`src/rtl/core/tgs_pkg.sv`:
```
// ----------------------------------------------------------------------------
// tgs_pkg: shared types, constants and arithmetic helpers
// Widths, item records and the divider and blend step functions used by the
// trilinear grid sampler.
// ----------------------------------------------------------------------------
package tgs_pkg;

   localparam int SAMPLE_BITS  = 16;
   localparam int FRAC_BITS    = 12;
   localparam int COORD_BITS   = 8;
   localparam int GRID_ABITS   = 12;
   localparam int CELL_BITS    = 7;
   localparam int STRIDE_BITS  = 13;
   localparam int CSR_IDX_BITS = 2;

   // divider: (coord << FRAC_BITS) / cell_size, quotient = {cell, frac}
   localparam int DIV_BITS   = COORD_BITS + FRAC_BITS;
   localparam int DIV_STEPS  = 4;
   localparam int DIV_STAGES = DIV_BITS / DIV_STEPS;

   // address arithmetic
   localparam int SX_BITS   = 2 * STRIDE_BITS;
   localparam int MX_BITS   = COORD_BITS + SX_BITS;
   localparam int MY_BITS   = COORD_BITS + STRIDE_BITS;
   localparam int BASE_BITS = MX_BITS + 1;
   localparam int OFS_BITS  = SX_BITS + 1;
   localparam int WA_BITS   = BASE_BITS + 1;

   localparam int PROD_BITS = SAMPLE_BITS + FRAC_BITS + 2;

   localparam int QUEUE_DEPTH = 4;
   localparam int QPTR_BITS   = $clog2(QUEUE_DEPTH);
   localparam int OUT_DEPTH   = 16;
   localparam int OPTR_BITS   = $clog2(OUT_DEPTH);

   localparam logic KIND_WRITE = 1'b0;
   localparam logic KIND_QUERY = 1'b1;

   localparam logic [CSR_IDX_BITS-1:0] CSR_CELL_SIZE     = 2'd0;
   localparam logic [CSR_IDX_BITS-1:0] CSR_ROW_STRIDE    = 2'd1;
   localparam logic [CSR_IDX_BITS-1:0] CSR_COLUMN_STRIDE = 2'd2;

   localparam logic [CELL_BITS-1:0]   CELL_SIZE_RESET     = 7'd8;
   localparam logic [STRIDE_BITS-1:0] ROW_STRIDE_RESET    = 13'd33;
   localparam logic [STRIDE_BITS-1:0] COLUMN_STRIDE_RESET = 13'd3;

   typedef struct packed {
      logic [CELL_BITS-1:0]   cell_size;
      logic [STRIDE_BITS-1:0] row_stride;
      logic [STRIDE_BITS-1:0] column_stride;
   } cfg_type;

   typedef struct packed {
      logic [CELL_BITS-1:0] rem;
      logic [DIV_BITS-1:0]  qd;
   } div_state_type;

   typedef struct packed {
      logic                   kind;
      logic [GRID_ABITS-1:0]  grid_address;
      logic [SAMPLE_BITS-1:0] grid_value;
      div_state_type [2:0]    lane;
   } front_stage_type;

   typedef struct packed {
      logic                             kind;
      logic [GRID_ABITS-1:0]            grid_address;
      logic [SAMPLE_BITS-1:0]           grid_value;
      logic [2:0][COORD_BITS-1:0]       cidx;
      logic [2:0][FRAC_BITS-1:0]        frac;
   } item_type;

   // four restoring division steps, quotient bits shift in at the bottom
   function automatic div_state_type div_steps(div_state_type s,
                                               logic [CELL_BITS-1:0] d);
      div_state_type      t;
      logic [CELL_BITS:0] r;
      t = s;
      for (int i = 0; i < DIV_STEPS; i++) begin
         r    = {t.rem, t.qd[DIV_BITS-1]};
         t.qd = {t.qd[DIV_BITS-2:0], 1'b0};
         if (r >= {1'b0, d}) begin
            t.rem   = CELL_BITS'(r - {1'b0, d});
            t.qd[0] = 1'b1;
         end else begin
            t.rem = r[CELL_BITS-1:0];
         end
      end
      return t;
   endfunction

   // (b - a) * f, signed
   function automatic logic signed [PROD_BITS-1:0] lerp_prod(
      logic [SAMPLE_BITS-1:0] a, logic [SAMPLE_BITS-1:0] b,
      logic [FRAC_BITS-1:0] f);
      logic signed [SAMPLE_BITS:0]  d;
      logic signed [FRAC_BITS:0]    fs;
      logic signed [PROD_BITS-1:0]  p;
      d  = $signed({b[SAMPLE_BITS-1], b}) - $signed({a[SAMPLE_BITS-1], a});
      fs = $signed({1'b0, f});
      p  = d * fs;
      return p;
   endfunction

   // a + (p >>> FRAC_BITS), kept to sample width (result stays in range)
   function automatic logic [SAMPLE_BITS-1:0] lerp_sum(
      logic [SAMPLE_BITS-1:0] a, logic [PROD_BITS-1:0] p);
      return a + p[FRAC_BITS+SAMPLE_BITS-1:FRAC_BITS];
   endfunction

endpackage

```
`src/rtl/core/tgs_front.sv`:
```
// ----------------------------------------------------------------------------
// tgs_front: intake and coordinate divider
// Registers each beat and splits its coordinates into cell and fraction in a
// stallable pipeline, four quotient bits per stage.
// ----------------------------------------------------------------------------
module tgs_front (
   input  logic                               clock,
   input  logic                               reset,
   input  tgs_pkg::cfg_type                   cfg,
   input  logic                               in_valid,
   output logic                               in_ready,
   input  logic                               in_kind,
   input  logic [tgs_pkg::GRID_ABITS-1:0]     in_grid_address,
   input  logic [tgs_pkg::SAMPLE_BITS-1:0]    in_grid_value,
   input  logic [2:0][tgs_pkg::COORD_BITS-1:0] in_coord,
   output logic                               out_valid,
   input  logic                               out_ready,
   output tgs_pkg::item_type                  out_item
);

   localparam int NS = tgs_pkg::DIV_STAGES + 1;

   logic [NS-1:0]             vld_ff, vld_in;
   tgs_pkg::front_stage_type  st_ff [NS];
   tgs_pkg::front_stage_type  st_in [NS];
   logic [tgs_pkg::CELL_BITS-1:0] divisor;
   logic                      adv;

   assign adv      = !vld_ff[NS-1] || out_ready;
   assign in_ready = adv;
   assign divisor  = (cfg.cell_size == '0) ? tgs_pkg::CELL_BITS'(1) : cfg.cell_size;

   always_comb begin
      st_in[0].kind         = in_kind;
      st_in[0].grid_address = in_grid_address;
      st_in[0].grid_value   = in_grid_value;
      for (int l = 0; l < 3; l++) begin
         st_in[0].lane[l].rem = '0;
         st_in[0].lane[l].qd  = {in_coord[l], {tgs_pkg::FRAC_BITS{1'b0}}};
      end
      vld_in[0] = in_valid;
      for (int k = 1; k < NS; k++) begin
         st_in[k] = st_ff[k-1];
         for (int l = 0; l < 3; l++) begin
            st_in[k].lane[l] = tgs_pkg::div_steps(st_ff[k-1].lane[l], divisor);
         end
         vld_in[k] = vld_ff[k-1];
      end
   end

   always_ff @(posedge clock) begin
      if (reset) begin
         vld_ff <= '0;
      end else if (adv) begin
         vld_ff <= vld_in;
      end
   end

   always_ff @(posedge clock) begin
      if (adv) begin
         for (int k = 0; k < NS; k++) begin
            st_ff[k] <= st_in[k];
         end
      end
   end

   always_comb begin
      out_valid             = vld_ff[NS-1];
      out_item.kind         = st_ff[NS-1].kind;
      out_item.grid_address = st_ff[NS-1].grid_address;
      out_item.grid_value   = st_ff[NS-1].grid_value;
      for (int l = 0; l < 3; l++) begin
         out_item.cidx[l] = st_ff[NS-1].lane[l].qd[tgs_pkg::DIV_BITS-1:tgs_pkg::FRAC_BITS];
         out_item.frac[l] = st_ff[NS-1].lane[l].qd[tgs_pkg::FRAC_BITS-1:0];
      end
   end

endmodule

```
`config.mk`:
```
export PLATFORM = sky130hd
export DESIGN_NAME = tgs_front
export DESIGN_NICKNAME = d
export VERILOG_FILES = /design/src/rtl/core/tgs_pkg.sv /design/src/rtl/core/tgs_front.sv
export SDC_FILE = /design/constraint.sdc
export NUM_CORES = 1
export LEC_CHECK = 0
export BUFFER_PORTS_ARGS = -buffer_cell sky130_fd_sc_hd__buf_2
export CAP_MARGIN = 5
export CORE_ASPECT_RATIO = 0.75
export CORE_MARGIN = 2
export CORE_UTILIZATION = 35
export CTS_CLUSTER_SIZE = 16
export DETAILED_ROUTE_END_ITERATION = 16
export GPL_TIMING_DRIVEN = 1
export PLACE_DENSITY = 0.56
export SLEW_MARGIN = 10
export SYNTH_ARGS = -nofsm -noshare
export SYNTH_HDL_FRONTEND = slang
export SYNTH_SLANG_ARGS = --single-unit
```
`constraint.sdc`:
```
create_clock -name clock -period 28.4 [get_ports clock]
set_clock_uncertainty 0.15 [all_clocks]
set_input_delay 8.52 -clock clock [delete_from_list [all_inputs] [get_ports clock]]
set_output_delay 8.52 -clock clock [all_outputs]
set_load 0.005 [all_outputs]
```
==> results.json, run 1 <==
{
  "hpwl_um": 55700,
  "synth_area_um2": 33300,
  "die_x_um": 360,
  "port_buffers": 154,
  "fmax_mhz": 52.7,
  "wl_um": 79800,
  "cts_root_buf": "clkbuf_16",
  "cts_resized": 0,
  "maxCapViolations": 0,
  "min_period_ps": 18990,
  "outcome": "completed",
  "drc": 0,
  "synth-main-ff-cell": "edfxtp_1",
  "gr-usage-all-layers_pct": 16.1,
  "grt_max_degree": 114,
  "gr-total-overflow": 0,
  "dr.pass1.iters": 5,
  "grt_pass1_wl_um": 126000,
  "vias_per_cell": 5.17,
  "slew_headroom_pct": 29.9,
  "gp_congestion": 0.862,
  "synth_top_area_cell": "edfxtp_1",
  "wl_per_cell_um": 17.6,
  "path_common_cell": "o21ai_0",
  "nFillCells": 9038,
  "async_flop_share_pct": 0,
  "ant_nets": 0,
  "maxSlewViolCount": 0,
  "critical_path_class": "in -> reg",
  "initial_utilization_pct": 35.5,
  "rows": 97,
  "antenna_found_initial": 6,
  "synth_edf_count": 474,
  "postCtsHoldBufs": 0,
  "hold_violations": 0,
  "clock_sinks": 480,
  "fin_crit_sh_pct": 66.9,
  "rsz0062_at_grt": "no",
  "nets": 3743,
  "cts_made_buffers": 54,
  "grtUsageMet2_pct": 23.1,
  "die_h_um": 271,
  "grt_use_met3_pct": 2.87,
  "finalSetupViolations": 0,
  "cts_max_level": 2,
  "worstSkewPairLatency_ps": 620,
  "met1_usage_pct": 24.7,
  "synth_top_area_share_pct": 42.8,
  "worst_slew_pin_slew_ps": 1050,
  "diodes": 0,
  "critical_path.max_stage_delay_ps": 940,
  "clk_path_buf_depth": 3,
  "clk_pin_slew_worst_paths_ps": 60,
  "syn2layout_area_growth_pct": 12.9,
  "tns_ps": 0,
  "hp-class": "reg -> reg",
  "grt_pass1_vias": 22300,
  "cts_setup_buffers": 0,
  "synth_warnings": 0,
  "worstPathRequired_ps": 28550,
  "synth.top_cells.by_count": "edfxtp_1 (474), ha_1 (375), nor2_1 (266)",
  "initialDrtViolationCount": 1621,
  "vias": 23400,
  "syn_inst": 3045,
  "yosysMostFrequentCell": "edfxtp_1",
  "synthTopCellsByArea": "edfxtp_1 (43%), ha_1 (14%), mux2_2 (5.0%)",
  "drive_above_1_share_pct": 15.1,
  "cp-end-kind": "flip-flop",
  "die_area_um2": 97600,
  "worst-path-max-fanout": 22,
  "io_pins": 181,
  "seq_area_frac_synth_pct": 43.1,
  "grt-busiest-layer": "met1",
  "synth.distinct_cells": 85,
  "syn_area_per_cell_um2": 10.9,
  "cp_slowest_cell": "a2111oi_2",
  "coreArea_um2": 93800,
  "cts_tree": "yes",
  "cp.arrival_ps": 19140,
  "synthesis.nets": 3540,
  "cp-start-kind": "input port",
  "synth_seq_cells": 480
}
## critical path, delay by kind of cell
kind | cells | cell delay [ps]
AO/OA/AOI/OAI | 16 | 5230
adder cells (fa/ha/maj) | 5 | 1660
AND/OR/NAND/NOR | 8 | 1580
buffers and inverters | 6 | 1280
multiplexers | 3 | 800
## final timing paths
check / endpoint / from / slack [ps] / cells past startpoint
hold reg to reg: st_ff[4][4]$_DFFE_PP_ / st_ff[3][0]$_DFFE_PP_ / 260 / 0
setup reg to reg: st_ff[2][53]$_DFFE_PP_ / st_ff[1][46]$_DFFE_PP_ / 18690 / 32
hold / removal: st_ff[4][4]$_DFFE_PP_ / st_ff[3][0]$_DFFE_PP_ / 260 / 0
setup / recovery: st_ff[2][53]$_DFFE_PP_ / cfg[32] / 9410 / 38
## metrics by stage
step	cells	area [um2]	hold WS, ps	setup slack [ps]	utilization (%)
floorplan	3045	33300	250	1830	-
global placement	4429	35700	250	8800	38.1
detailed placement	4429	35700	255	8730	38.1
CTS	4528	37600	258	9360	40.1
global route	4528	37600	260	8560	40.1
finish	4528	37600	262	9410	40.1
## cell type report
type,count,area (um2),share of cell area (%)
Timing Repair Buffer,194,1080,2.88
Clock inverter,38,453,1.20
Inverter,188,713,1.90
Tap cell,1237,1550,4.12
Sequential cell,480,14400,38.2
Multi-Input combinational cell,2330,18000,48.0
Clock buffer,61,1400,3.72
## cells in the final DEF, fill, tap and decap left out, types with 9 or more instances in the layout
cell / instances
edfxtp_1: 474
or2_2: 16
nand2b_1: 45
a21o_1: 77
nor2_1: 266
o221ai_1: 9
a21boi_0: 15
inv_1: 175
o211ai_1: 13
and3_1: 21
nor2b_1: 62
clkinv_1: 11
a31oi_1: 15
xor2_1: 86
and2_1: 26
nand3_1: 34
mux2i_1: 38
o21a_1: 58
a31o_2: 9
mux2_2: 147
a211oi_1: 23
a21oi_1: 197
nor3_1: 40
or3_1: 12
nand4_1: 21
ha_1: 375
o41ai_1: 9
o21ai_0: 174
xnor2_1: 130
o31ai_1: 15
a41oi_1: 20
fa_1: 30
buf_4: 39
a221oi_1: 13
buf_2: 154
nand2_1: 165
clkbuf_16: 55
o21bai_1: 29
o31a_1: 15
## sequential cells by signal, indices dropped and copies added, names as in the netlist
register,cells
vld_ff,6
st_ff,474
## cells by family after synthesis
logic type               after synthesis  synth area share, %
AO/OA/AOI/OAI                        775                 15.7
AND/OR/NAND/NOR                      749                 10.8
flip-flops                           480                 43.1
adder cells (fa/ha/maj)              405                 15.9
buffers and inverters                235                 2.71
XOR/XNOR                             216                 5.68
multiplexers                         185                 6.11
## routing by layer
layer / vias up / routed length (um)
li1: 11900 / -
met1: 11000 / 42100
met2: 403 / 32200
met3: 102 / 3860
met4: 4 / 1710
met5: - / 23
Power of run 1 is not shown: default switching activity piles up to over one toggle a cycle in this logic, so the estimate is an artifact.
==> run 2, diff against run 1 <==
Settings changed: ABC_AREA set to 1.
Clock period 28.4 ns to 19.4 ns, I/O delays scaled along.
==> results.json, run 2 <==
{
  "synth_top_family_by_area": "simple AND/OR/NAND/NOR gates",
  "fmax_mhz": 66.0,
  "die_area_um2": 101000,
  "nets": 4644,
  "diodes": 0,
  "port_buffers": 154,
  "design_area_um2": 38700,
  "hp-class": "reg -> reg",
  "gr-usage-all-layers_pct": 16.3,
  "worstSkewPairLatency_ps": 630,
  "wl_um": 83100,
  "final_common_cell": "nand2_1",
  "yosysMostFrequentCell": "nand2_1",
  "synthTopCellsByArea": "edfxtp_1 (41%), ha_1 (14%), nand2_1 (12%)",
  "rows": 99,
  "synth_area_um2": 34500,
  "synth_edf_count": 474,
  "cp-start-kind": "input port",
  "r2r_start": "st_ff[1][73]$_DFFE_PP_",
  "worst_slew_pin_slew_ps": 1120,
  "outcome": "completed",
  "reg2regPathDepth": 39,
  "critical_path.max_stage_delay_ps": 500,
  "async_flop_share_pct": 0,
  "min_period_ps": 15140,
  "drc": 0,
  "synth-main-ff-cell": "edfxtp_1",
  "path_common_cell": "nand2_1",
  "holdPathEnd": "st_ff[1][19]$_DFFE_PP_",
  "initialDrtViolationCount": 1941,
  "finalSetupViolations": 0,
  "rsz0062_at_grt": "no",
  "slew_headroom_pct": 25.1,
  "min_from": "st_ff[0][15]$_DFFE_PP_",
  "nFillCells": 9834,
  "yosys.area_share.xor_xnor_pct": 5.76,
  "gr-total-overflow": 0,
  "seq_area_frac_synth_pct": 41.6,
  "top_regs": "st_ff: 474 flops, vld_ff: 6 flops",
  "synth_simple_gate_area_share_pct": 21.6,
  "r2r-end": "st_ff[2][75]$_DFFE_PP_",
  "maxSlewViolCount": 0,
  "tns_ps": 0,
  "cts_made_buffers": 54,
  "cts_tree": "yes",
  "layout_common_cells": "nand2_1 (1081), inv_1 (502), edfxtp_1 (474)",
  "clk_path_buf_depth": 3,
  "cts_setup_buffers": 0,
  "synth_warnings": 0,
  "cp.arrival_ps": 15460,
  "largest_register": "st_ff",
  "die_h_um": 276,
  "fin_crit_sh_pct": 78.0,
  "initial_utilization_pct": 35.4,
  "coreArea_um2": 97500,
  "placed_area_um2": 37000,
  "synth_compound_area_share_pct": 9.59,
  "io_pins": 181,
  "clk_pin_slew_worst_paths_ps": 60,
  "cts_root_buf": "clkbuf_16",
  "cts_resized": 0,
  "clock_sinks": 480,
  "drive_above_1_share_pct": 9.16,
  "grt_pass1_wl_um": 133000,
  "gp_congestion": 0.891,
  "syn_area_per_cell_um2": 8.76,
  "rrSetupSlack_ps": 10730,
  "synth-adder-area-share_pct": 15.3,
  "antenna_found_initial": 3,
  "vias_per_cell": 4.85,
  "vias": 26700,
  "synth_seq_cells": 480,
  "grt_pass1_vias": 25100,
  "cp_slowest_cell": "nor2_1",
  "syn2layout_area_growth_pct": 12.3,
  "grt_max_degree": 89,
  "hpwl_um": 59700,
  "hold_violations": 0,
  "synth_top_area_share_pct": 41.3,
  "wl_per_cell_um": 15.1,
  "cp-end-kind": "flip-flop",
  "post-route-util_pct": 39.7,
  "critical_path_class": "in -> reg",
  "worstPathRequired_ps": 19720,
  "die_x_um": 366,
  "postCtsHoldBufs": 0,
  "holdWs_ps": 242,
  "ant_nets": 0,
  "worst-path-max-fanout": 28,
  "synth_top_area_cell": "edfxtp_1",
  "muxShareOfSynthArea_pct": 0.0290,
  "cts_max_level": 2,
  "synth.top_cells.by_count": "nand2_1 (1082), inv_1 (508), edfxtp_1 (474)",
  "synth.distinct_cells": 55,
  "largest_reg_flops": 474,
  "syn_inst": 3938,
  "maxCapViolations": 0,
  "min_path_cells": 0,
  "synthesis.nets": 4433,
  "dr.pass1.iters": 7
}
==> run 2: changes by cell type after synthesis, sizes merged, moves of 27 or more <==
cell / before / now
nand2b: 45 / 1
nor2b: 62 / 0
mux2i: 38 / 1
o21a: 58 / 12
nor2: 266 / 186
clkbuf: 33 / 5
nand3: 34 / 303
xnor2: 130 / 85
a21oi: 200 / 227
xor2: 86 / 142
inv: 183 / 515
a21o: 77 / 18
nand2: 166 / 1109
mux2: 147 / 0
==> run 2: metrics by stage <==
| stage | instances | worst slack (ps) |
|---|---|---|
| after floorplan | 3938 | 1920 |
| after global placement | 5406 | 3760 |
| after detailed placement | 5406 | 3690 |
| after CTS | 5505 | 4360 |
| after global routing | 5505 | 3270 |
| final | 5505 | 4260 |
==> run 2: cells by family (layout without fill, tap and decap cells) <==
logic type                 after synthesis  after routing
and+or+nand+nor                       1721           1721
AOI/OAI and AO/OA                      560            560
buffers and inverters                  544            798
DFF                                    480            480
adders and majority gates              405            405
xor gates and xnor gates               227            227
muxes                                    1              1
==> run 2: worst max-delay path, delay by kind of cell <==
kind / cells / cell delay [ps]
buffers and inverters: 7 / 1160
and+or+nand+nor: 18 / 3070
AOI/OAI and AO/OA: 15 / 3380
adders and majority gates: 5 / 1870
==> run 2: layout make-up <==
type | instances | area [um2] | share of cell area [%]
tap | 1313 | 1640 | 4.24
inverter | 515 | 1940 | 5.00
multi-input combinational | 2914 | 18100 | 46.6
sequential | 480 | 14400 | 37.1
clock inverter | 36 | 332 | 0.856
clock buffer | 63 | 1410 | 3.63
timing repair buffer | 184 | 996 | 2.57
==> run 2: how the worst max path moves through the flow <==
stage / startpoint / slack (ps) / end / depth (start not counted)
6_report: cfg[27] / 4260 / st_ff[2][75]$_DFFE_PP_ / 45
5_1_grt: cfg[27] / 3270 / st_ff[2][78]$_DFFE_PP_ / 45
4_1_cts: cfg[27] / 4360 / st_ff[2][75]$_DFFE_PP_ / 45
3_5_place_dp: cfg[27] / 3690 / st_ff[2][75]$_DFFE_PP_ / 45
3_3_place_gp: cfg[27] / 3760 / st_ff[2][25]$_DFFE_PP_ / 48
2_1_floorplan: out_ready / 1920 / in_ready / 2
==> run 2: metal layers <==
layer | vias up | global-route usage (%) | share of wire [%]
met1 | 12300 | 24.0 | 52
met3 | 98 | 2.31 | 4.7
met2 | 507 | 25.2 | 42
li1 | 13800 | - | -
met5 | - | 0 | 0
met4 | 0 | 3.78 | 1.9
Power of run 2 is left out for the same reason.
