### src/rtl/core/tgs_pkg.sv
// ----------------------------------------------------------------------------
// tgs_pkg: shared types, constants and arithmetic helpers
// Widths, item records and the divider and blend step functions used by the
// trilinear grid sampler.
// ----------------------------------------------------------------------------
package tgs_pkg;

   localparam int SAMPLE_BITS  = 16;
   localparam int FRAC_BITS    = 12;
   localparam int COORD_BITS   = 8;
   localparam int GRID_ABITS   = 12;
   localparam int CELL_BITS    = 7;
   localparam int STRIDE_BITS  = 13;
   localparam int CSR_IDX_BITS = 2;

   // divider: (coord << FRAC_BITS) / cell_size, quotient = {cell, frac}
   localparam int DIV_BITS   = COORD_BITS + FRAC_BITS;
   localparam int DIV_STEPS  = 4;
   localparam int DIV_STAGES = DIV_BITS / DIV_STEPS;

   // address arithmetic
   localparam int SX_BITS   = 2 * STRIDE_BITS;
   localparam int MX_BITS   = COORD_BITS + SX_BITS;
   localparam int MY_BITS   = COORD_BITS + STRIDE_BITS;
   localparam int BASE_BITS = MX_BITS + 1;
   localparam int OFS_BITS  = SX_BITS + 1;
   localparam int WA_BITS   = BASE_BITS + 1;

   localparam int PROD_BITS = SAMPLE_BITS + FRAC_BITS + 2;

   localparam int QUEUE_DEPTH = 4;
   localparam int QPTR_BITS   = $clog2(QUEUE_DEPTH);
   localparam int OUT_DEPTH   = 16;
   localparam int OPTR_BITS   = $clog2(OUT_DEPTH);

   localparam logic KIND_WRITE = 1'b0;
   localparam logic KIND_QUERY = 1'b1;

   localparam logic [CSR_IDX_BITS-1:0] CSR_CELL_SIZE     = 2'd0;
   localparam logic [CSR_IDX_BITS-1:0] CSR_ROW_STRIDE    = 2'd1;
   localparam logic [CSR_IDX_BITS-1:0] CSR_COLUMN_STRIDE = 2'd2;

   localparam logic [CELL_BITS-1:0]   CELL_SIZE_RESET     = 7'd8;
   localparam logic [STRIDE_BITS-1:0] ROW_STRIDE_RESET    = 13'd33;
   localparam logic [STRIDE_BITS-1:0] COLUMN_STRIDE_RESET = 13'd3;

   typedef struct packed {
      logic [CELL_BITS-1:0]   cell_size;
      logic [STRIDE_BITS-1:0] row_stride;
      logic [STRIDE_BITS-1:0] column_stride;
   } cfg_type;

   typedef struct packed {
      logic [CELL_BITS-1:0] rem;
      logic [DIV_BITS-1:0]  qd;
   } div_state_type;

   typedef struct packed {
      logic                   kind;
      logic [GRID_ABITS-1:0]  grid_address;
      logic [SAMPLE_BITS-1:0] grid_value;
      div_state_type [2:0]    lane;
   } front_stage_type;

   typedef struct packed {
      logic                             kind;
      logic [GRID_ABITS-1:0]            grid_address;
      logic [SAMPLE_BITS-1:0]           grid_value;
      logic [2:0][COORD_BITS-1:0]       cidx;
      logic [2:0][FRAC_BITS-1:0]        frac;
   } item_type;

   // four restoring division steps, quotient bits shift in at the bottom
   function automatic div_state_type div_steps(div_state_type s,
                                               logic [CELL_BITS-1:0] d);
      div_state_type      t;
      logic [CELL_BITS:0] r;
      t = s;
      for (int i = 0; i < DIV_STEPS; i++) begin
         r    = {t.rem, t.qd[DIV_BITS-1]};
         t.qd = {t.qd[DIV_BITS-2:0], 1'b0};
         if (r >= {1'b0, d}) begin
            t.rem   = CELL_BITS'(r - {1'b0, d});
            t.qd[0] = 1'b1;
         end else begin
            t.rem = r[CELL_BITS-1:0];
         end
      end
      return t;
   endfunction

   // (b - a) * f, signed
   function automatic logic signed [PROD_BITS-1:0] lerp_prod(
      logic [SAMPLE_BITS-1:0] a, logic [SAMPLE_BITS-1:0] b,
      logic [FRAC_BITS-1:0] f);
      logic signed [SAMPLE_BITS:0]  d;
      logic signed [FRAC_BITS:0]    fs;
      logic signed [PROD_BITS-1:0]  p;
      d  = $signed({b[SAMPLE_BITS-1], b}) - $signed({a[SAMPLE_BITS-1], a});
      fs = $signed({1'b0, f});
      p  = d * fs;
      return p;
   endfunction

   // a + (p >>> FRAC_BITS), kept to sample width (result stays in range)
   function automatic logic [SAMPLE_BITS-1:0] lerp_sum(
      logic [SAMPLE_BITS-1:0] a, logic [PROD_BITS-1:0] p);
      return a + p[FRAC_BITS+SAMPLE_BITS-1:FRAC_BITS];
   endfunction

endpackage

### src/rtl/core/tgs_queue.sv
// ----------------------------------------------------------------------------
// tgs_queue: decoupling queue between front and back
// Small register FIFO of classified items.
// ----------------------------------------------------------------------------
module tgs_queue (
   input  logic              clock,
   input  logic              reset,
   input  logic              push,
   input  tgs_pkg::item_type push_item,
   output logic              push_ready,
   input  logic              pop,
   output logic              head_valid,
   output tgs_pkg::item_type head_item
);

   tgs_pkg::item_type              mem_ff [tgs_pkg::QUEUE_DEPTH];
   logic [tgs_pkg::QPTR_BITS-1:0]  wr_ff, wr_in, rd_ff, rd_in;
   logic [tgs_pkg::QPTR_BITS:0]    cnt_ff, cnt_in;
   logic                           do_push, do_pop;

   assign push_ready = cnt_ff != (tgs_pkg::QPTR_BITS+1)'(tgs_pkg::QUEUE_DEPTH);
   assign head_valid = cnt_ff != '0;
   assign head_item  = mem_ff[rd_ff];
   assign do_push    = push && push_ready;
   assign do_pop     = pop && head_valid;

   always_comb begin
      wr_in  = wr_ff + tgs_pkg::QPTR_BITS'(do_push);
      rd_in  = rd_ff + tgs_pkg::QPTR_BITS'(do_pop);
      cnt_in = cnt_ff + (tgs_pkg::QPTR_BITS+1)'(do_push)
                      - (tgs_pkg::QPTR_BITS+1)'(do_pop);
   end

   always_ff @(posedge clock) begin
      if (reset) begin
         wr_ff  <= '0;
         rd_ff  <= '0;
         cnt_ff <= '0;
      end else begin
         wr_ff  <= wr_in;
         rd_ff  <= rd_in;
         cnt_ff <= cnt_in;
      end
   end

   always_ff @(posedge clock) begin
      if (do_push) begin
         mem_ff[wr_ff] <= push_item;
      end
   end

endmodule

### config.mk
export PLATFORM = sky130hd
export DESIGN_NAME = tgs_queue
export DESIGN_NICKNAME = d
export VERILOG_FILES = /design/src/rtl/core/tgs_pkg.sv /design/src/rtl/core/tgs_queue.sv
export SDC_FILE = /design/constraint.sdc
export NUM_CORES = 1
export LEC_CHECK = 0
export BUFFER_PORTS_ARGS = -buffer_cell sky130_fd_sc_hd__buf_4
export CORE_UTILIZATION = 57
export DETAILED_ROUTE_END_ITERATION = 6
export GPL_TIMING_DRIVEN = 0
export HOLD_SLACK_MARGIN = 0.02
export MAX_ROUTING_LAYER = met4
export PLACE_DENSITY_LB_ADDON = 0.08
export RECOVER_POWER = 100
export SLEW_MARGIN = 20
export SYNTH_ARGS = -nofsm -noshare
export SYNTH_HDL_FRONTEND = slang
export SYNTH_SLANG_ARGS = --single-unit
### constraint.sdc
create_clock -name clock -period 9.8 [get_ports clock]
set_input_delay 0 -clock clock [delete_from_list [all_inputs] [get_ports clock]]
set_output_delay 0 -clock clock [all_outputs]
set_load 0.01 [all_outputs]
==> results of run 1 <==
## where the power goes
group | switching, uW | internal (uW)
clock network | 535 | 761
logic | 517 | 445
registers | 41.1 | 1890
## cell usage after synthesis
| cell type | number |
|---|---|
| inv_1 | 1 |
| dfxtp_1 | 7 |
| buf_2 | 9 |
| or3_2 | 1 |
| nor2b_1 | 3 |
| nand3_1 | 1 |
| xnor2_1 | 4 |
| fa_1 | 1 |
| o311ai_0 | 1 |
| nor2_1 | 4 |
| o31ai_1 | 1 |
| edfxtp_1 | 356 |
| buf_6 | 10 |
| nand2_4 | 1 |
| ha_1 | 2 |
| or3b_4 | 1 |
| inv_4 | 1 |
| xor2_1 | 2 |
| nor3b_1 | 2 |
| nor3_1 | 1 |
| clkbuf_1 | 1 |
| and3_1 | 1 |
| mux4_2 | 89 |
## registers in the layout (all words and copies together) (netlist names)
name    cells
rd_ff       2
mem_ff    356
wr_ff       2
cnt_ff      3
## kinds of logic (layout without fill, tap and decap cells)
group	after synthesis	after routing
flops	363	363
mux	89	89
buf+inv	22	403
simple gates	15	15
xor+xnor	6	6
fa+ha+maj	3	3
compound gates	2	2
other cells	0	2
## cell type report
cell class,count,area [um^2],area share [%]
Sequential cell,363,10800,65.7
Tap cell,285,357,2.16
Timing Repair Buffer,314,1800,10.9
Buffer,20,150,0.911
Multi-Input combinational cell,115,2200,13.4
Antenna cell,2,5.00,0.0304
Inverter,2,8.76,0.0531
Clock inverter,12,48.8,0.296
Clock buffer,55,1080,6.54
## worst reg2reg max path, stage by stage, from the launching register on
cell	delay (ns)
dfxtp_1	0.42
or3b_1	0.17
nand2_1	0.18
nor3_1	0.62
clkbuf_1	0.45
clkbuf_1	0.47
clkbuf_1	0.40
clkbuf_1	0.54
clkbuf_1	0.56
## metal layers
| metal | vias to the layer above | part of all wire [%] |
|---|---|---|
| met3 | 40 | 6.4 |
| li1 | 2883 | - |
| met4 | 0 | 1.8 |
| met5 | - | 0 |
| met2 | 209 | 52 |
| met1 | 3344 | 39 |
## final timing paths
path                   end  cells after the start  slack [ns]
max          mem_ff[0][31]                      8        5.62
min               rd_ff[0]                      3        0.24
min reg2reg       wr_ff[1]                      2        0.61
max reg2reg  mem_ff[0][31]                      8        5.62
## metrics by stage
step / hold slack, ns / std cells / cell area, um^2 / util (%) / setup TNS (ns)
after floorplan: 0.0716 / 500 / 13200 / - / 0
after global placement: 0.198 / 968 / 14900 / 65.8 / -701.38
after detailed placement: 0.203 / 1006 / 15300 / 67.4 / 0
after CTS: 0.213 / 1166 / 17400 / 76.5 / 0
after global routing: 0.244 / 1167 / 16500 / 72.6 / 0
final: 0.241 / 1168 / 16500 / 72.6 / 0
## cells in the final DEF, fill, tap and decap left out
| master | count |
|---|---|
| diode_2 | 2 |
| o311ai_0 | 1 |
| clkbuf_1 | 234 |
| or3b_1 | 1 |
| nand2_1 | 1 |
| and3_1 | 1 |
| buf_6 | 10 |
| or3_2 | 1 |
| fa_1 | 1 |
| dfxtp_1 | 7 |
| dlygate4sd3_1 | 93 |
| clkinv_2 | 3 |
| nor2b_1 | 3 |
| edfxtp_1 | 356 |
| xnor2_1 | 4 |
| ha_1 | 2 |
| buf_4 | 11 |
| nor3b_1 | 2 |
| clkinvlp_2 | 1 |
| inv_1 | 1 |
| xor2_1 | 2 |
| clkbuf_16 | 41 |
| o31ai_1 | 1 |
| nand3_1 | 1 |
| clkinv_1 | 9 |
| mux4_2 | 89 |
| nor2_1 | 4 |
| nor3_1 | 1 |
==> reports/metrics.yaml, run 1 <==
status: "complete, but fails checks"
violations: "max-capacitance violations, max-slew violations"
leakage_uw: 0.00518
end_kind: "flop"
overflow: 0
numCtsBuffers: 38
fillers: 1528
setup_viol: 0
cap_violations: 2
power_density_mw_per_mm2: 254
cp_cell_sequence: "or3b_1, nand2_1, nor3_1, clkbuf_1, clkbuf_1, clkbuf_1, clkbuf_1, clkbuf_1"
area_growth_syn_to_layout_pct: 24.7
min_period_ns: 4.18
dp_hpwl_um: 16200
synth_top_family_by_area: "multiplexers"
ys_types: 23
syn_nets: 596
crit_buf_inv: 5
gr-usage-met2_pct: 38.2
antenna_found_initial: 1
grt_first_pass_wirelength_um: 39200
grt_max_degree: 43
synth.top_cells.by_area: "edfxtp_1, mux4_2, dfxtp_1"
synth-simple-area-share_pct: 0.720
min_period_over_period_pct: 42.7
worstSetupPathType: "reg -> reg"
die_width_um: 154
synthXorXnorAreaFrac_pct: 0.398
cts_tree: "done"
ir_worst_vdd_mv: 0.191
met3_usage_pct: 4.71
cp.required_ns: 9.93
drt-initial-drc-count: 358
synth-adder-area-share_pct: 0.341
post-cts-setup-buffers: 0
worst-slew-pin-transition_ns: 2.71
clock-skew-final_ns: 0.0115
synth_compound_area_share_pct: 0.123
crit_start: "cnt_ff[1]"
rsz0062_at_grt: "no"
finalHoldViolations: 0
slew_headroom_pct: -80.7
drive_above_1_share_pct: 17.7
final_max_slew_viol_count: 85
yosys_warnings: 0
grt_use_met1_pct: 29.1
cpMaxStageDelayCell: "nor3_1"
postCtsResizedCells: 0
core_mm2: 0.0227
drt_wl_total_um: 25400
cts.sinks: 363
floorplan.initialDensity_pct: 58.2
cp_max_fo: 9
dr.pass1.iters: 4
wire_per_inst_um: 21.7
synthCells: 500
clock-root-buffer: "clkbuf_16"
power_uw: 4190
yosysTopAreaCell: "edfxtp_1"
ys_ff_latch: 363
avgSynthCellArea_um2: 26.4
setup_ws_ns: 5.62
synth.top_cell.area_share_pct: 80.9
cp_data_arrival_time_ns: 4.32
clk_pin_slew_ns: 0.06
die_area_mm2: 0.0238
drc: 0
busiest_layer: "met2"
ys_seq_area_share_pct: 82.0
netlist_area_mm2: 0.0132
via_count: 6476
io-pin-count: 184
gp_congestion: 0.708
fin_nets: 950
hold_path_class: "in -> reg"
grt_usage_pct: 23.0
grt_pass1_vias: 7040
viasPerCell: 5.54
post-place-ws_ns: 7.33
crit_top_cell: "clkbuf_1"
port_buffers: 183
rows: 55
die_h_um: 154
r2r_start: "cnt_ff[1]"
clock_latency_ns: 0.51
synthMuxAreaShare_pct: 15.2
htreeDepth: 2
antenna_left: 0
slowest_delay_ns: 0.62
crit_path_start_kind: "flop"
worstHoldStart: "reset"
clk_path_buf_depth: 3
critical_path.top_delay_family: "buffers and inverters"
max_freq_ghz: 0.239
holdBufCountCts: 93
Power figures use the tool's default switching activity.
==> inputs of run 2 (changes only) <==
Settings changed: ABC_AREA from default to 1.
Clock period 9.8 ns to 4.2 ns, I/O delays scaled along.
==> run 2 against run 1 <==
  * The run now ends clean
  * Global-route usage grew 3.1 points
  * Register-to-register slack lost 4.6 ns
  * Routed wire length grew 21%
  * Cell area grew 3.4%
  * Count of clock-buffer cells in the layout shrank 6
  * Critical path type is now reg -> out
  * Sequential share of layout area shrank 2.2 points
  * Largest cell class unchanged
  * First-iteration DRC count grew 86%
==> reports/metrics.yaml, run 2 <==
status: "finished clean"
power_density_mw_per_mm2: 601  # +140%
ys_ff_latch: 363  # unchanged
core_mm2: 0.0234  # +3.1%
synthArstFlopShare_pct: 0  # unchanged
yosysTopAreaCell: "edfxtp_1"
final_max_slew_viol_count: 0  # -100%
layout_common_cells: "edfxtp_1, clkbuf_1, nor2_1"
die_h_um: 156  # +1.4%
synthTopCellsByCount: "edfxtp_1, nor2_1, o21ai_0, o22ai_1, clkbuf_1"
numCtsBuffers: 37  # -2.6%
synth.top_cell.area_share_pct: 78.6  # -2.3 points
synth.top_cells.by_area: "edfxtp_1, o21ai_0, nor2_1"
postPlaceCellArea_mm2: 0.0158  # +3.5%
grt_max_degree: 16  # -63%
synth-main-ff-cell: "edfxtp_1"
rows: 56  # +1.8%
final_area_mm2: 0.0170  # +3.4%
clk_pin_slew_ns: 0.06  # about the same
worstSetupPathType: "reg -> out"
via_count: 8789  # +36%
final_core_util_pct: 72.8  # +0.26 points
wire_per_inst_um: 19.2  # -12%
leakage_uw: 0.00569  # +9.9%
cp_data_arrival_time_ns: 3.26  # -1.06 ns
ir_worst_vdd_mv: 0.364  # +91%
die_area_mm2: 0.0245  # +2.8%
dp_hpwl_um: 19100  # +17%
slowest_delay_ns: 0.74  # +0.12 ns
antenna_left: 0  # unchanged
finalHoldViolations: 0  # unchanged
ys_seq_area_share_pct: 79.7  # -2.3 points
regMostFlops: "mem_ff"
cp_max_fo: 10  # +1
yosys.cell_count.top_type: "edfxtp_1"
drt_wl_total_um: 30700  # +21%
viasPerCell: 5.50  # -0.80%
gp_congestion: 0.750  # +6.0%
post-cts-setup-buffers: 0  # unchanged
io-pin-count: 184  # unchanged
clock-root-buffer: "clkbuf_16"
crit_top_cell: "clkbuf_1"
overflow: 0  # unchanged
min_period_ns: 3.26
clk_path_buf_depth: 3  # unchanged
min_period_over_period_pct: 77.6
htreeDepth: 2  # unchanged
max_freq_ghz: 0.307
cap_violations: 0  # -2
hold_path_class: "in -> reg"
fin_nets: 1348  # +42%
drt-initial-drc-count: 667  # +86%
grt_usage_pct: 26.1  # +3.1 points
rsz0062_at_grt: "no"
port_buffers: 183  # unchanged
avgSynthCellArea_um2: 14.9  # -43%
largest_reg_flops: 356  # unchanged
cp_cell_sequence: "clkbuf_1, clkbuf_1, clkbuf_1, nor2_1, o22ai_1, clkbuf_1"
cp.required_ns: 4.20  # -5.73 ns
synthCells: 910  # +82%
slew_headroom_pct: 17.6  # +98 points
drc: 0  # unchanged
dr.pass1.iters: 5  # +1
antenna_found_initial: 1  # unchanged
ys_types: 27  # +17%
postCtsResizedCells: 0  # unchanged
clock-skew-final_ns: 0.00833  # -0.00322 ns
top_regs: "mem_ff x356, cnt_ff x3"
crit_path_start_kind: "flop"
floorplan.initialDensity_pct: 58.1  # -0.098 points
dp_cells: 1441  # +43%
cts.sinks: 363  # unchanged
syn_nets: 1006  # +69%
final_common_cell: "edfxtp_1"
netlist_area_mm2: 0.0136  # +2.9%
grt_first_pass_wirelength_um: 46200  # +18%
cpMaxStageDelayCell: "clkbuf_1"
die_width_um: 156  # +1.4%
cts_tree: "done"
clock_latency_ns: 0.50  # about the same
grt_pass1_vias: 8570  # +22%
power_uw: 10200  # +140%
setup_viol: 0  # unchanged
drive_above_1_share_pct: 8.61  # -9.1 points
synth_edf_count: 356  # unchanged
worst-slew-pin-transition_ns: 1.23  # -1.48 ns
area_growth_syn_to_layout_pct: 25.4
yosys_warnings: 0  # unchanged
fillers: 1675  # +9.6%
final_cell_count_no_fill: 1598  # +37%
end_kind: "primary output"
-- run 2: changes by cell type in the layout (fill, tap and decap cells not counted), sizes merged, moves of 30 or more --
cell	delta
buf	+30
mux4	-89
nor2	+182
o21ai	+178
o22ai	+89
-- run 2: through the flow --
stage / hold slack (ns) / setup TNS (ns) / worst slack [ns]
after detailed placement: 0.202 / 0 / 1.74
after global routing: 0.229 / 0 / 0.806
final: 0.221 / 0 / 0.941
after floorplan: 0.0712 / -159.86 / -0.449
after global placement: 0.201 / -1046.66 / -3.04
after CTS: 0.220 / 0 / 1.72
-- run 2: kinds of logic after synthesis --
logic type,Yosys count,synth area share [%]
and+or+nand+nor,204,5.74
xor gates and xnor gates,2,0.129
DFF,363,79.7
buffers and inverters,70,3.42
AOI/OAI and AO/OA,268,10.7
adders and majority gates,3,0.331
-- run 2: report_power, final --
group / switching [uW] / internal [uW] / leakage [uW]
clock: 1260 / 1750 / 0.000525
combinational: 1770 / 915 / 0.00185
sequential: 93.3 / 4460 / 0.00332
-- run 2: final cells by class --
class | count | area, um^2 | share of cell area, %
Inverter | 12 | 57.6 | 0.338
Buffer | 58 | 384 | 2.25
Timing Repair Buffer | 303 | 1950 | 11.4
Tap cell | 319 | 399 | 2.34
Antenna cell | 1 | 2.50 | 0.0147
Sequential cell | 363 | 10800 | 63.5
Clock buffer | 49 | 971 | 5.70
Multi-Input combinational cell | 477 | 2320 | 13.6
Clock inverter | 16 | 129 | 0.756
-- run 2: final timing paths --
path              startpoint             to  slack (ns)  cells after the start
hold / removal          push  mem_ff[3][86]        0.22                      3
setup / recovery    rd_ff[0]  head_item[79]        0.94                      6
hold reg to reg     wr_ff[1]       wr_ff[1]        0.57                      2
setup reg to reg   cnt_ff[1]  mem_ff[1][42]        1.00                      7
-- run 2: per-layer routing --
layer  vias up  track usage (%)  share of wire (%)
li1       4129                -                  -
met1      4315             34.1                 42
met2       294             42.2                 50
met3        51             4.32                6.0
met4         0             8.12                2.1
met5         -                -                  0
-- run 2: worst max-delay path: cells and delay by family, from the launching register on --
kind / cells / cell delay [ns]
AO/OA/AOI/OAI: 1 / 0.31
buffers and inverters: 4 / 2.02
flip-flops: 1 / 0.31
AND/OR/NAND/NOR: 1 / 0.10
-- run 2: what timing repair did --
| action | 4_1_cts | 5_1_grt |
|---|---|---|
| hold buffers | 91 | 0 |
| hold endpoints to repair | 363 | 0 |
| setup endpoints to repair | 0 | 0 |
==> inputs of run 3 (changes only) <==
Settings changed: CORE_UTILIZATION 57 to 51.
Clock period 4.2 ns to 2.79 ns, I/O delays scaled along.
==> run 3 against run 2 <==
  * The run now ends with design-rule violations left
  * Routed wire length grew 2.6%
  * Sequential share of layout area shrank 0.64 points
  * Worst hold slack gained 0.031 ns
  * Clock skew is essentially flat
  * First-iteration DRC count shrank 0.30%
  * Cell area grew 1.0%
  * Critical path depth is the same
  * Die area grew 12%
  * Non-clock buffer count grew 4
  * Largest cell class unchanged
==> reports/metrics.yaml, run 3 (same netlist as run 2, synthesis figures left out) <==
status: "complete, but fails checks"
violations: "design-rule violations"
wire_per_inst_um: 19.4  # +1.3%
overflow: 0  # unchanged
cp_max_fo: 10  # unchanged
multi_input_area_mm2: 0.00235  # +1.0%
worstSetupPathType: "reg -> out"
fillers: 2057  # +23%
finalHoldViolations: 0  # unchanged
largest_reg_flops: 356  # unchanged
top_regs: "mem_ff x356, cnt_ff x3"
final_area_mm2: 0.0172  # +1.0%
min_period_over_period_pct: 88.4
worst-slew-pin-transition_ns: 0.937  # -0.290 ns
crit_top_cell: "clkbuf_1"
min_period_ns: 2.47
regArea_mm2: 0.0108  # about the same
die_h_um: 165  # +5.6%
fin_hold_ws_ns: 0.252  # +0.0308 ns
cp_data_arrival_time_ns: 2.47  # -0.79 ns
power_density_mw_per_mm2: 900  # +50%
leakage_uw: 0.00584  # +2.6%
clock-root-buffer: "clkbuf_16"
final_max_slew_viol_count: 0  # unchanged
postPlaceCellArea_mm2: 0.0160  # +1.0%
cap_violations: 0  # unchanged
slew_headroom_pct: 37.5  # +20 points
drive_above_1_share_pct: 10.5  # +1.9 points
die_width_um: 165  # +5.6%
max_freq_ghz: 0.406
hold_path_class: "in -> reg"
die_area_mm2: 0.0273  # +12%
antenna_found_initial: 3  # +2
clock-skew-final_ns: 0.00795  # -0.000378 ns
grt_pass1_vias: 8268  # -3.5%
port_buffers: 183  # unchanged
viasPerCell: 5.37  # -2.3%
clk_path_buf_depth: 3  # unchanged
ir_worst_vdd_mv: 0.571  # +57%
gp_congestion: 0.750  # about the same
fin_nets: 1353  # +0.37%
antenna_left: 0  # unchanged
clk_pin_slew_ns: 0.06  # about the same
io-pin-count: 184  # unchanged
cp.required_ns: 2.79  # -1.41 ns
drc: 28  # +28
drt_wl_total_um: 31500  # +2.6%
setup_viol: 0  # unchanged
final_common_cell: "edfxtp_1"
htreeDepth: 2  # unchanged
rows: 59  # +5.4%
power_uw: 15500  # +51%
cts_tree: "done"
area_growth_syn_to_layout_pct: 26.7
dp_hpwl_um: 19800  # +3.9%
drt-initial-drc-count: 665  # -0.30%
core_mm2: 0.0261  # +12%
floorplan.initialDensity_pct: 52.0  # -6.1 points
post-cts-setup-buffers: 0  # unchanged
end_kind: "primary output"
dr.pass1.iters: 7  # +2
grt_usage_pct: 23.8  # -2.3 points
layout_common_cells: "edfxtp_1, clkbuf_1, nor2_1"
postCtsResizedCells: 0  # unchanged
clock_latency_ns: 0.51  # about the same
grt_first_pass_wirelength_um: 46600  # +0.96%
numCtsBuffers: 38  # +2.7%
regMostFlops: "mem_ff"
slowest_delay_ns: 0.40  # -0.34 ns
via_count: 8693  # -1.1%
rsz0062_at_grt: "no"
cpMaxStageDelayCell: "clkbuf_1"
cts.sinks: 363  # unchanged
cp_cell_sequence: "buf_6, clkinvlp_2, clkbuf_1, o21ai_0, o22ai_1, clkbuf_1"
crit_path_start_kind: "flop"
grt_max_degree: 16  # unchanged
-- run 3: critical path, delay by kind of cell, from the launching register on --
family / cells / cell delay, ns
buf+inv: 4 / 1.14
compound gates: 2 / 0.51
flops: 1 / 0.30
-- run 3: through the flow --
stage / worst slack (ns) / instances / utilization [%] / setup TNS (ns)
2_1_floorplan: -0.417 / 910 / - / -141.84
3_3_place_gp: -2.14 / 1428 / 59.1 / -718.26
3_5_place_dp: 0.412 / 1459 / 61.3 / 0
4_1_cts: 0.397 / 1615 / 69.0 / 0
5_1_grt: 0.190 / 1618 / 65.9 / 0
6_report: 0.324 / 1618 / 65.9 / 0
-- run 3: routing by layer --
| layer | vias up | part of all wire, % | global-route usage (%) |
|---|---|---|---|
| li1 | 4139 | - | - |
| met3 | 46 | 6.6 | 4.60 |
| met2 | 271 | 49 | 38.3 |
| met4 | 0 | 1.6 | 5.30 |
| met1 | 4237 | 43 | 31.6 |
| met5 | - | 0 | - |
-- run 3: area by class of cell --
type / instances / share of cell area [%]
flip-flops and latches: 363 / 62.9
multi-input cells: 477 / 13.6
repair buffers: 307 / 11.9
clock buffers: 52 / 5.95
well taps: 335 / 2.43
plain buffers: 58 / 2.37
clock inverters: 11 / 0.458
inverters: 12 / 0.312
diodes: 3 / 0.0436
-- run 3: repair_timing --
item                                   4_1_cts  5_1_grt
setup endpoints to repair                    0        0
endpoints found under the hold margin      366        0
hold buffers                                93        0
-- run 3: where the power goes --
group,switching (uW),internal (uW),total [uW]
Sequential,146,6720,6870
Combinational,2670,1440,4120
Clock,1870,2650,4520
-- run 3: worst paths after layout --
check / startpoint / end / slack [ns] / cells past startpoint
max: rd_ff[1] / head_item[21] / 0.32 / 6
min: reset / cnt_ff[1] / 0.25 / 3
max reg2reg: cnt_ff[1] / mem_ff[3][15] / 0.35 / 6
min reg2reg: wr_ff[1] / wr_ff[1] / 0.61 / 2
